<file path="config.mk">
export PLATFORM = sky130hd
export DESIGN_NAME = fixed_window_rate_limiter
export DESIGN_NICKNAME = d
export VERILOG_FILES = /design/src/rtl/fwrl_pkg.sv /design/src/rtl/fwrl_cell.sv /design/src/rtl/fixed_window_rate_limiter.sv
export SDC_FILE = /design/constraint.sdc
export NUM_CORES = 2
export LEC_CHECK = 0
export BUFFER_PORTS_ARGS = -buffer_cell sky130_fd_sc_hd__buf_2
export CORE_UTILIZATION = 42
export CTS_CLUSTER_SIZE = 28
export DETAILED_ROUTE_END_ITERATION = 10
export GPL_TIMING_DRIVEN = 0
export HOLD_SLACK_MARGIN = 0.1
export PLACE_DENSITY_LB_ADDON = 0.3
export REMOVE_ABC_BUFFERS = 1
export SLEW_MARGIN = 10
export SYNTH_ARGS = -nofsm -noshare
export SYNTH_HDL_FRONTEND = slang
export SYNTH_SLANG_ARGS = --single-unit
export TNS_END_PERCENT = 10
</file>
<file path="constraint.sdc">
create_clock -name clk -period 12.6 [get_ports clk]
set_input_delay 1.89 -clock clk [delete_from_list [all_inputs] [get_ports clk]]
set_output_delay 1.89 -clock clk [all_outputs]
set_load 0.02 [all_outputs]
</file>
<file path="src/rtl/fwrl_pkg.sv">
// shared types and constants for the fixed window rate limiter
package fwrl_pkg;

	localparam int KEY_W = 32;
	localparam int TIME_W = 48;
	localparam int CFG_W = 16;
	localparam int WIN_W = 26;
	localparam int LEFT_W = 27;
	localparam logic [9:0] MS_PER_S = 10'd1000;
	localparam logic [26:0] MS_ROUND = 27'd999;
	localparam logic [24:0] DIV_MUL = 25'd17179870;
	localparam int DIV_SHIFT = 31;

	localparam logic REG_MAX_REQUESTS = 1'b0;
	localparam logic REG_WINDOW_SECONDS = 1'b1;

	typedef struct packed {
		logic [KEY_W-1:0] client_key;
		logic [TIME_W-1:0] now_ms;
	} req_t;

	typedef struct packed {
		logic allowed;
		logic [15:0] limit_value;
		logic [15:0] remaining_allowance;
		logic [15:0] retry_after_s;
		logic status;
	} res_t;

	typedef struct packed {
		logic [KEY_W-1:0] key;
		logic look;
		logic sweep;
		logic [TIME_W-1:0] limit;
		logic wr;
		logic wr_hit;
		logic [TIME_W-1:0] start;
		logic [15:0] count;
	} cmd_t;

	typedef struct packed {
		logic hit;
		logic free;
		logic [TIME_W-1:0] start;
		logic [15:0] count;
	} chain_t;

	typedef enum logic [2:0] {
		ST_IDLE,
		ST_SWEEP,
		ST_LOOK,
		ST_ELAP,
		ST_DEC,
		ST_DIV1,
		ST_DIV2,
		ST_DONE
	} state_t;

endpackage

</file>
<file path="src/rtl/fwrl_cell.sv">
// one client table slot with its link in the lookup chain
module fwrl_cell (
	input  logic clk,
	input  logic arst_n,
	input  fwrl_pkg::cmd_t cmd,
	input  fwrl_pkg::chain_t chain_in,
	output fwrl_pkg::chain_t chain_out
);

	logic valid_q;
	logic [fwrl_pkg::KEY_W-1:0] key_q;
	logic [fwrl_pkg::TIME_W-1:0] start_q;
	logic [15:0] count_q;
	logic sel_hit_q;
	logic sel_free_q;
	logic mine_hit;
	logic take_hit;
	logic take_free;
	logic wr_me;

	assign mine_hit = valid_q && (key_q == cmd.key);
	assign take_hit = mine_hit && !chain_in.hit;
	assign take_free = !valid_q && !chain_in.free;
	assign wr_me = cmd.wr && (cmd.wr_hit ? sel_hit_q : sel_free_q);

	always_comb begin
		chain_out.hit = chain_in.hit | mine_hit;
		chain_out.free = chain_in.free | !valid_q;
		chain_out.start = take_hit ? start_q : chain_in.start;
		chain_out.count = take_hit ? count_q : chain_in.count;
	end

	always_ff @(posedge clk or negedge arst_n) begin
		if (!arst_n) begin
			valid_q <= 1'b0;
			sel_hit_q <= 1'b0;
			sel_free_q <= 1'b0;
		end else begin
			if (cmd.look) begin
				sel_hit_q <= take_hit;
				sel_free_q <= take_free;
			end
			if (wr_me) begin
				valid_q <= 1'b1;
			end else if (cmd.sweep && valid_q && (start_q < cmd.limit)) begin
				valid_q <= 1'b0;
			end
		end
	end

	always_ff @(posedge clk) begin
		if (wr_me) begin
			key_q <= cmd.key;
			start_q <= cmd.start;
			count_q <= cmd.count;
		end
	end

endmodule

</file>
<file path="src/rtl/fixed_window_rate_limiter.sv">
// top level: per-client fixed window rate limiter over a chain of table cells
// a disabled limit (max 0) goes straight to the result; otherwise the sequencer
// runs an optional sweep, lookup, elapsed time and decision, then ST_DIV1 and
// ST_DIV2 when denied on count; one item at a time: input stalls while busy
// the sweep runs as an extra state once every SWEEP_PERIOD limited checks
// reset clears all slot valid bits, the sweep counter and restores config defaults
module fixed_window_rate_limiter #(
	parameter int TABLE_ENTRIES = 16,
	parameter int SWEEP_PERIOD = 1024
) (
	input  logic clk,
	input  logic arst_n,
	input  logic in_valid,
	output logic in_stall,
	input  fwrl_pkg::req_t in_data,
	output logic out_valid,
	input  logic out_stall,
	output fwrl_pkg::res_t out_data,
	input  logic cfg_we,
	input  logic cfg_index,
	input  logic [fwrl_pkg::CFG_W-1:0] cfg_data
);

	localparam int CW = $clog2(SWEEP_PERIOD + 1);

	fwrl_pkg::state_t state_q, state_d;
	fwrl_pkg::cmd_t cmd;
	fwrl_pkg::chain_t chain [TABLE_ENTRIES+1];
	fwrl_pkg::res_t res_q;
	fwrl_pkg::res_t out_q;

	logic [15:0] max_q;
	logic [15:0] ws_q;
	logic [CW-1:0] sweep_cnt_q;
	logic [fwrl_pkg::KEY_W-1:0] key_q;
	logic [fwrl_pkg::TIME_W-1:0] now_q;
	logic [fwrl_pkg::WIN_W-1:0] win_q;
	logic hit_q;
	logic free_q;
	logic [fwrl_pkg::TIME_W-1:0] start_q;
	logic [15:0] count_q;
	logic [fwrl_pkg::WIN_W-1:0] elapsed_q;
	logic [fwrl_pkg::LEFT_W-1:0] left_q;
	logic [48:0] prod_q;
	logic out_valid_q;

	logic accept;
	logic load_out;
	logic [fwrl_pkg::LEFT_W-1:0] span;
	logic sweep_go;
	logic [fwrl_pkg::TIME_W-1:0] elapsed_raw;
	logic restart;
	logic fresh;
	logic deny_count;
	logic [15:0] count_inc;
	logic [16:0] secs;

	assign in_stall = (state_q != fwrl_pkg::ST_IDLE);
	assign accept = in_valid && !in_stall;
	assign load_out = (state_q == fwrl_pkg::ST_DONE) && (!out_valid_q || !out_stall);
	assign out_valid = out_valid_q;
	assign out_data = out_q;

	assign span = {1'b0, win_q} << 1;
	assign sweep_go = now_q >= {{(fwrl_pkg::TIME_W-fwrl_pkg::LEFT_W){1'b0}}, span};
	assign elapsed_raw = (now_q >= start_q) ? (now_q - start_q) : '0;
	assign restart = hit_q && (elapsed_raw >= {{(fwrl_pkg::TIME_W-fwrl_pkg::WIN_W){1'b0}}, win_q});
	assign fresh = !hit_q || restart;
	assign deny_count = count_q >= max_q;
	assign count_inc = count_q + 16'd1;
	assign secs = prod_q[fwrl_pkg::DIV_SHIFT +: 17];

	assign chain[0] = '0;

	for (genvar i = 0; i < TABLE_ENTRIES; i++) begin : g_cell
		fwrl_cell u_cell (
			.clk(clk),
			.arst_n(arst_n),
			.cmd(cmd),
			.chain_in(chain[i]),
			.chain_out(chain[i+1])
		);
	end

	always_comb begin
		cmd = '0;
		cmd.key = key_q;
		cmd.look = (state_q == fwrl_pkg::ST_LOOK);
		cmd.sweep = (state_q == fwrl_pkg::ST_SWEEP) && sweep_go;
		cmd.limit = now_q - {{(fwrl_pkg::TIME_W-fwrl_pkg::LEFT_W){1'b0}}, span};
		cmd.wr = (state_q == fwrl_pkg::ST_DEC) && (hit_q || free_q) && !deny_count;
		cmd.wr_hit = hit_q;
		cmd.start = start_q;
		cmd.count = count_inc;
	end

	always_comb begin
		state_d = state_q;
		case (state_q)
			fwrl_pkg::ST_IDLE: begin
				if (accept) begin
					if (max_q == '0) begin
						state_d = fwrl_pkg::ST_DONE;
					end else if (sweep_cnt_q == CW'(SWEEP_PERIOD - 1)) begin
						state_d = fwrl_pkg::ST_SWEEP;
					end else begin
						state_d = fwrl_pkg::ST_LOOK;
					end
				end
			end
			fwrl_pkg::ST_SWEEP: state_d = fwrl_pkg::ST_LOOK;
			fwrl_pkg::ST_LOOK: state_d = fwrl_pkg::ST_ELAP;
			fwrl_pkg::ST_ELAP: state_d = fwrl_pkg::ST_DEC;
			fwrl_pkg::ST_DEC: begin
				if ((hit_q || free_q) && deny_count) begin
					state_d = fwrl_pkg::ST_DIV1;
				end else begin
					state_d = fwrl_pkg::ST_DONE;
				end
			end
			fwrl_pkg::ST_DIV1: state_d = fwrl_pkg::ST_DIV2;
			fwrl_pkg::ST_DIV2: state_d = fwrl_pkg::ST_DONE;
			fwrl_pkg::ST_DONE: begin
				if (load_out) begin
					state_d = fwrl_pkg::ST_IDLE;
				end
			end
			default: state_d = fwrl_pkg::ST_IDLE;
		endcase
	end

	always_ff @(posedge clk or negedge arst_n) begin
		if (!arst_n) begin
			state_q <= fwrl_pkg::ST_IDLE;
			max_q <= 16'd100;
			ws_q <= 16'd60;
			sweep_cnt_q <= '0;
			out_valid_q <= 1'b0;
		end else begin
			state_q <= state_d;
			if (cfg_we) begin
				case (cfg_index)
					fwrl_pkg::REG_MAX_REQUESTS: max_q <= cfg_data;
					fwrl_pkg::REG_WINDOW_SECONDS: ws_q <= cfg_data;
					default: ;
				endcase
			end
			if (accept && (max_q != '0)) begin
				if (sweep_cnt_q == CW'(SWEEP_PERIOD - 1)) begin
					sweep_cnt_q <= '0;
				end else begin
					sweep_cnt_q <= sweep_cnt_q + 1'b1;
				end
			end
			if (load_out) begin
				out_valid_q <= 1'b1;
			end else if (!out_stall) begin
				out_valid_q <= 1'b0;
			end
		end
	end

	always_ff @(posedge clk) begin
		case (state_q)
			fwrl_pkg::ST_IDLE: begin
				key_q <= in_data.client_key;
				now_q <= in_data.now_ms;
				win_q <= fwrl_pkg::WIN_W'(ws_q) * fwrl_pkg::WIN_W'(fwrl_pkg::MS_PER_S);
				res_q <= fwrl_pkg::res_t'{allowed: 1'b1, default: '0};
			end
			fwrl_pkg::ST_LOOK: begin
				hit_q <= chain[TABLE_ENTRIES].hit;
				free_q <= chain[TABLE_ENTRIES].free;
				start_q <= chain[TABLE_ENTRIES].start;
				count_q <= chain[TABLE_ENTRIES].count;
				res_q.limit_value <= max_q;
			end
			fwrl_pkg::ST_ELAP: begin
				if (fresh) begin
					start_q <= now_q;
					count_q <= '0;
					elapsed_q <= '0;
				end else begin
					elapsed_q <= elapsed_raw[fwrl_pkg::WIN_W-1:0];
				end
			end
			fwrl_pkg::ST_DEC: begin
				left_q <= fwrl_pkg::LEFT_W'(win_q - elapsed_q) + fwrl_pkg::MS_ROUND;
				if (!hit_q && !free_q) begin
					res_q.allowed <= 1'b0;
					res_q.retry_after_s <= 16'd1;
					res_q.status <= 1'b1;
				end else if (deny_count) begin
					res_q.allowed <= 1'b0;
				end else begin
					res_q.remaining_allowance <= max_q - count_inc;
				end
			end
			fwrl_pkg::ST_DIV1: begin
				prod_q <= left_q[fwrl_pkg::LEFT_W-1:3] * fwrl_pkg::DIV_MUL;
			end
			fwrl_pkg::ST_DIV2: begin
				res_q.retry_after_s <= (secs == '0) ? 16'd1 : secs[15:0];
			end
			default: ;
		endcase
		if (load_out) begin
			out_q <= res_q;
		end
	end

	a_busy_stalls: assert property (@(posedge clk) disable iff (!arst_n)
		(state_q != fwrl_pkg::ST_IDLE) |-> in_stall)
		else $error("input taken while busy");
	a_full_denies: assert property (@(posedge clk) disable iff (!arst_n)
		(out_valid && out_data.status) |-> (!out_data.allowed && out_data.retry_after_s == 16'd1))
		else $error("table full result not a denial");
	a_deny_retry: assert property (@(posedge clk) disable iff (!arst_n)
		(out_valid && !out_data.allowed) |-> (out_data.retry_after_s != '0))
		else $error("denial without retry time");
	a_allow_clean: assert property (@(posedge clk) disable iff (!arst_n)
		(out_valid && out_data.allowed) |-> (out_data.retry_after_s == '0 && !out_data.status))
		else $error("admitted item carries denial fields");

endmodule
</file>
# Word-level counts from Yosys, hierarchy flattened
# Cells that the tools add are included.
# W data, S select, Z words.
[classes]
n_addsub = 7
reduce_logical = 190
n_eq_ne = 32
muxes = 105
n_mul = 2
magnitude_cmp = 20
n_bitwise = 31
[ops]
columns = ["op", "n"]
rows = [
  ["$mux W48", 18],
  ["$lt A48 B48 Y1", 16],
  ["$eq A32 B32 Y1", 16],
  ["$mux W16", 20],
  ["$logic_and A1 B1 Y1", 103],
  ["$pmux W16 S2", 3],
  ["$pmux W48 S2", 1],
  ["$mux W1", 52],
  ["$logic_not A1 Y1", 51],
  ["$ge A48 B26 Y1", 1],
  ["$ge A48 B27 Y1", 1],
  ["$ge A48 B48 Y1", 1],
  ["$pmux W16 S3", 1],
  ["$sub A48 B27 Y48", 1],
  ["$sub A48 B48 Y48", 1],
  ["$mul A24 B24 Y47 const B", 1],
  ["$reduce_bool A2 Y1", 19],
  ["$or A1 B1 Y1", 30],
  ["$add A27 B10 Y27 const B", 1],
  ["$sub A26 B26 Y27", 1],
  ["$pmux W3 S8", 1],
  ["$mul A16 B7 Y23 const B", 1],
  ["$logic_not A17 Y1", 1],
  ["$mux W17", 1],
  ["other kinds (23)", 45],
]
[totals]
regBits = 2000
inputBits = 102
wordCells = 508

# Logic depth before layout (Yosys ltp)
[logic_depth]
word_depth = 20
ltp_mapped = 30

# Modules after synthesis
# A second synthesis with hierarchy kept.
[hier_totals]
cells_unflattened = 9251
area_unflattened_um2 = 118518.7
[by_module_without_submodules]
columns = ["module", "area_each_um2", "instances", "cells_each"]
rows = [
  ["fwrl_cell at g_cell[0].u_cell ...", 5377.7, 15, 393],
  ["fixed_window_rate_limiter", 32327.3, 1, 2961],
  ["fwrl_cell at g_cell[9].u_cell", 5526.6, 1, 395],
]

# Worst setup path after synthesis
# OpenSTA, ideal clock, no wires.
[synth_path]
kind = "register to register"
from = "reg now_q[0] (netlist bit)"
to = "reg count_q[0], enable pin"
setup_slack_ps = 4517
n_path_buf = 1
stages_incl_launch_ff = 31
setup_time_ps = 524
t_arrival_ps = 7559
cell_sequence = "edfxtp_1 > clkbuf_1 > inv_1 > ha_1 > inv_1 > fa_1 > a21oi_1 > o22ai_1 > o211a_1 > nor3_1 > o21bai_1 > nand2_1 > a21oi_1 > or2_2 > a31oi_1 > xnor2_1 > nand2_1 > inv_1 > ha_1 > nand2_1 > a21oi_1 > a221o_1 > nand3_1 > nand4b_1 > or4b_1 > nor3_1 > nand4bb_1 > or4_1 > or4_1 > nor4_1 > a31oi_1"
[synth_via]
elab_chain_cells = 7
[synth_lines]
columns = ["element", "line_no", "text"]
rows = [
  ["start, declared", "fixed_window_rate_limiter.sv:36", "logic [fwrl_pkg::TIME_W-1:0] now_q;"],
  ["start signal, assigned", "fixed_window_rate_limiter.sv:167", "now_q <= in_data.now_ms;"],
  ["$sub A48 B48 Y48 / $ge A48 B48 Y1 (equally long branches)", "fixed_window_rate_limiter.sv:66", "assign elapsed_raw = (now_q >= start_q) ? (now_q - start_q) : '0;"],
  ["$mux W48 *", "fixed_window_rate_limiter.sv:66", ""],
  ["net elapsed_raw, one bit", "fixed_window_rate_limiter.sv:51", "logic [fwrl_pkg::TIME_W-1:0] elapsed_raw;"],
  ["$ge A48 B26 Y1 *", "fixed_window_rate_limiter.sv:67", "assign restart = hit_q && (elapsed_raw >= {{(fwrl_pkg::TIME_W-fwrl_pkg::WIN_W){1'b0}}, win_q});"],
  ["$logic_and A1 B1 Y1 *", "fixed_window_rate_limiter.sv:67", ""],
  ["$logic_or A1 B1 Y1 *", "fixed_window_rate_limiter.sv:68", "assign fresh = !hit_q || restart;"],
  ["$ne A2 B2 Y1 (no source line) *", "n/a", ""],
  ["$reduce_and A2 Y1 (no source line) *", "n/a", ""],
  ["end signal, assigned", "fixed_window_rate_limiter.sv:175", "count_q <= chain[TABLE_ENTRIES].count;"],
  ["end, declared", "fixed_window_rate_limiter.sv:41", "logic [15:0] count_q;"],
]
# Mark *: on every way through the listed nets, which the timed path passes. The rest lies on a longest branch.
# A chain may end at the register's enable or synchronous reset.

# Final worst setup path
[layout_path]
from = "reg start_q[20] (netlist bit)"
to = "reg start_q[11] (netlist bit), enable pin"
[layout_via]
elab_chain_cells = 7
[layout_lines]
columns = ["element", "line_no", "text"]
rows = [
  ["start, declared", "fixed_window_rate_limiter.sv:40", "logic [fwrl_pkg::TIME_W-1:0] start_q;"],
  ["start signal, assigned", "fixed_window_rate_limiter.sv:174", "start_q <= chain[TABLE_ENTRIES].start;"],
  ["start signal, assigned", "fixed_window_rate_limiter.sv:180", "start_q <= now_q;"],
  ["$ge A48 B48 Y1", "fixed_window_rate_limiter.sv:66", ""],
  ["$mux W48", "fixed_window_rate_limiter.sv:66", ""],
  ["net elapsed_raw, one bit", "fixed_window_rate_limiter.sv:51", ""],
  ["$ge A48 B26 Y1", "fixed_window_rate_limiter.sv:67", ""],
  ["$logic_and A1 B1 Y1", "fixed_window_rate_limiter.sv:67", ""],
  ["$logic_or A1 B1 Y1", "fixed_window_rate_limiter.sv:68", ""],
  ["$ne A2 B2 Y1 (no source line)", "n/a", ""],
  ["$reduce_and A2 Y1 (no source line)", "n/a", ""],
]
# The timed path passes the listed nets, and every way through them passes these cells.

==> impl_metrics.env <==
export IMPL_outcome="finished clean"
export IMPL_syn_inst=8650
export IMPL_critPathArrivalTime_ps=10050
export IMPL_cts_path_max_buffers=4
export IMPL_rsz0062_at_grt="false"
export IMPL_setup_viol=0
export IMPL_cts_hold_buf=0
export IMPL_seq_area_frac_synth_pct=53.1
export IMPL_seqCellArea_um2=58500
export IMPL_clkSlewWorstSetupHoldPaths_ps=70
export IMPL_async_reset_ff_share_pct=4.84
export IMPL_core_area_um2=260000
export IMPL_ant_nets=0
export IMPL_worst_r2r_setup_slack_ps=3130
export IMPL_finalWeightedCongestion=0.947
export IMPL_worstMarginPinSlew_ps=1340
export IMPL_cts_buffers=217
export IMPL_routed_via_density=5.95
export IMPL_grt_usage_pct=26.2
export IMPL_setup_slack_ps=3130
export IMPL_grt_pass1_wl_mm=510
export IMPL_fill_cells=22473
export IMPL_ioPinCount=154
export IMPL_drv_cap=0
export IMPL_synth_area_leaders="edfxtp_1 (51%), ha_1 (14%), fa_1 (4.2%)"
export IMPL_antenna_found_initial=21
export IMPL_post_route_min_period_ps=9470
export IMPL_drive_above_1_share_pct=10.5
export IMPL_post_route_period_util_pct=75.2
export IMPL_stdcell_count=12721
export IMPL_netlist_area_leader_share_pct=50.9
export IMPL_end_kind="flop"
export IMPL_cts_resized=0
export IMPL_num_rows=187
export IMPL_holdWs_ps=409
export IMPL_netlist_area_um2=110000
export IMPL_dr_pass1_iters=7
export IMPL_critical_path_max_stage_delay_ps=1240
export IMPL_drc=0
export IMPL_ys_flop_type="edfxtp_1"
export IMPL_cts_tree="built"
export IMPL_grt_pass1_vias=75409
export IMPL_multi_input_area_um2=49100
export IMPL_dp_cells=12321
export IMPL_wl_per_cell_um=27.5
export IMPL_place_hpwl_mm=262
export IMPL_critPathRequiredTime_ps=13180
export IMPL_routed_wl_mm=350
export IMPL_criticalPathCategory="flop to flop"
export IMPL_synth_seq_cells=1964
export IMPL_area_growth_pct=15.3
export IMPL_io_buffers=153
export IMPL_post_cts_buffers=0
export IMPL_hp_class="flop to flop"
export IMPL_synth_edf_count=1869
export IMPL_clk_latency_ps=930
export IMPL_die_h_um=514
export IMPL_die_w_um=514
export IMPL_num_vias=75696
export IMPL_place_ws_ps=3240
export IMPL_first_iter_violations=8400
export IMPL_gr_total_overflow=0
export IMPL_crit_slowest_cell="edfxtp_1"
export IMPL_cts_max_level=4
export IMPL_yosysTopAreaCell="edfxtp_1"
export IMPL_crit_fanout=24
export IMPL_cts_root_buf="clkbuf_16"
export IMPL_cts_sink_count=1964
export IMPL_clock_skew_ps=106
export IMPL_grt_max_degree=72
export IMPL_syn_avg_cell_area_um2=12.7
export IMPL_cp_start_kind="flop"
export IMPL_maxSlewViolCount=0
export IMPL_hold_viol_final=0
export IMPL_die_area_um2=264000
export IMPL_synth_warnings=0
export IMPL_yosysUniqueCellTypes=100
export IMPL_start_util_pct=42.4
export IMPL_nets=10611
export IMPL_max_freq_mhz=106
export IMPL_max_slew_margin_pct=10.9
## placed cells by master (no fill, tap or decap), drive strengths merged, types with 59 or more instances in the layout
cell and count:
dfrtp 88, xnor2 260, clkbuf 259, a21oi 475
buf 443, a31oi 59, fa 233, ha 1232
a222oi 60, a21o 274, nand4 214, nor3 98
xor2 400, and3 69, nor4 141, nand2 404
o21ai 278, nor2b 132, clkinv 96, edfxtp 1869
nor2 339, nand3 195, nand2b 142, a22oi 72
inv 604
## per-layer routing
layer | vias up | global-route usage, % | share of wire, %
met1 | 37783 | 34.4 | 40
met3 | 774 | 5.05 | 9.1
met5 | - | 0 | 0.0086
li1 | 33432 | - | -
met4 | 4 | 12.3 | 5.4
met2 | 3703 | 41.7 | 45
## sequential cells by signal, summed over array words and instances (netlist names), 11 cells and up
signal,cells
left_q,24
g_cell.u_cell.start_q,768
g_cell.u_cell.count_q,256
elapsed_q,23
out_data,50
sweep_cnt_q,11
g_cell.u_cell.sel_free_q,16
key_q,32
prod_q,17
g_cell.u_cell.valid_q,16
win_q,23
start_q,48
max_q,16
g_cell.u_cell.sel_hit_q,16
count_q,16
ws_q,16
g_cell.u_cell.key_q,512
now_q,48
res_q,50
## cells by family after synthesis
kind of cell,after synthesis,synth area share (%)
multiplexers,71,0.677
AO/OA/AOI/OAI,1710,10.4
AND/OR/NAND/NOR,1913,9.20
buffers and inverters,867,3.17
flip-flops,1964,53.1
XOR/XNOR,660,5.24
adder cells (fa/ha/maj),1465,18.2
## cell usage after synthesis (all sizes together) (55+ instances only)
cell / instances
a21o: 274
nor3: 98
edfxtp: 1869
nand4: 214
nand2b: 142
nand2: 404
xor2: 400
nand3: 195
fa: 233
nor2: 339
dfrtp: 88
a211oi: 56
clkbuf: 115
ha: 1232
nor4: 141
xnor2: 260
a31oi: 59
a22oi: 72
a222oi: 60
inv: 599
a21oi: 475
buf: 153
nor2b: 132
a221oi: 55
o21ai: 278
and3: 69
## final cells by class
| type | instances | share of cell area [%] |
|---|---|---|
| Sequential cell | 1964 | 46.1 |
| Clock buffer | 259 | 4.43 |
| Timing Repair Buffer | 443 | 4.55 |
| Tap cell | 3496 | 3.44 |
| Multi-Input combinational cell | 5819 | 38.7 |
| Clock inverter | 136 | 1.06 |
| Inverter | 599 | 1.78 |
| Antenna cell | 5 | 0.00985 |
## critical path: cells and delay by family, from the launching register on
family | cells | cell delay [ps]
flops | 1 | 1240
fa+ha+maj | 2 | 740
simple gates | 8 | 2360
compound gates | 10 | 3730
buf+inv | 5 | 970
## stage by stage
stage                     TNS (ps)  area, um2  utilization [%]
after detailed placement         0     120000             46.1
after CTS                        0     127000             48.8
after global routing             0     127000             48.8
after global placement    -3274060     114000             43.9
final                            0     127000             48.8
after floorplan             -50640     109000                -
## path summary, 6_finish.rpt
kind	to	startpoint	depth (start not counted)
max	start_q[11]$_DFFE_PP_	start_q[20]$_DFFE_PP_	25
min	out_data[3]$_DFFE_PP_	res_q[3]$_DFFE_PP_	0
max in group asynchronous	g_cell[2].u_cell.sel_hit_q$_DFFE_PN0P_	arst_n	2
min in group asynchronous	sweep_cnt_q[3]$_DFFE_PN0P_	arst_n	1
min reg2reg	out_data[3]$_DFFE_PP_	res_q[3]$_DFFE_PP_	0
max reg2reg	start_q[11]$_DFFE_PP_	start_q[20]$_DFFE_PP_	25
Power is not shown: default switching activity piles up to over one toggle a cycle in this logic, so the estimate is an artifact.
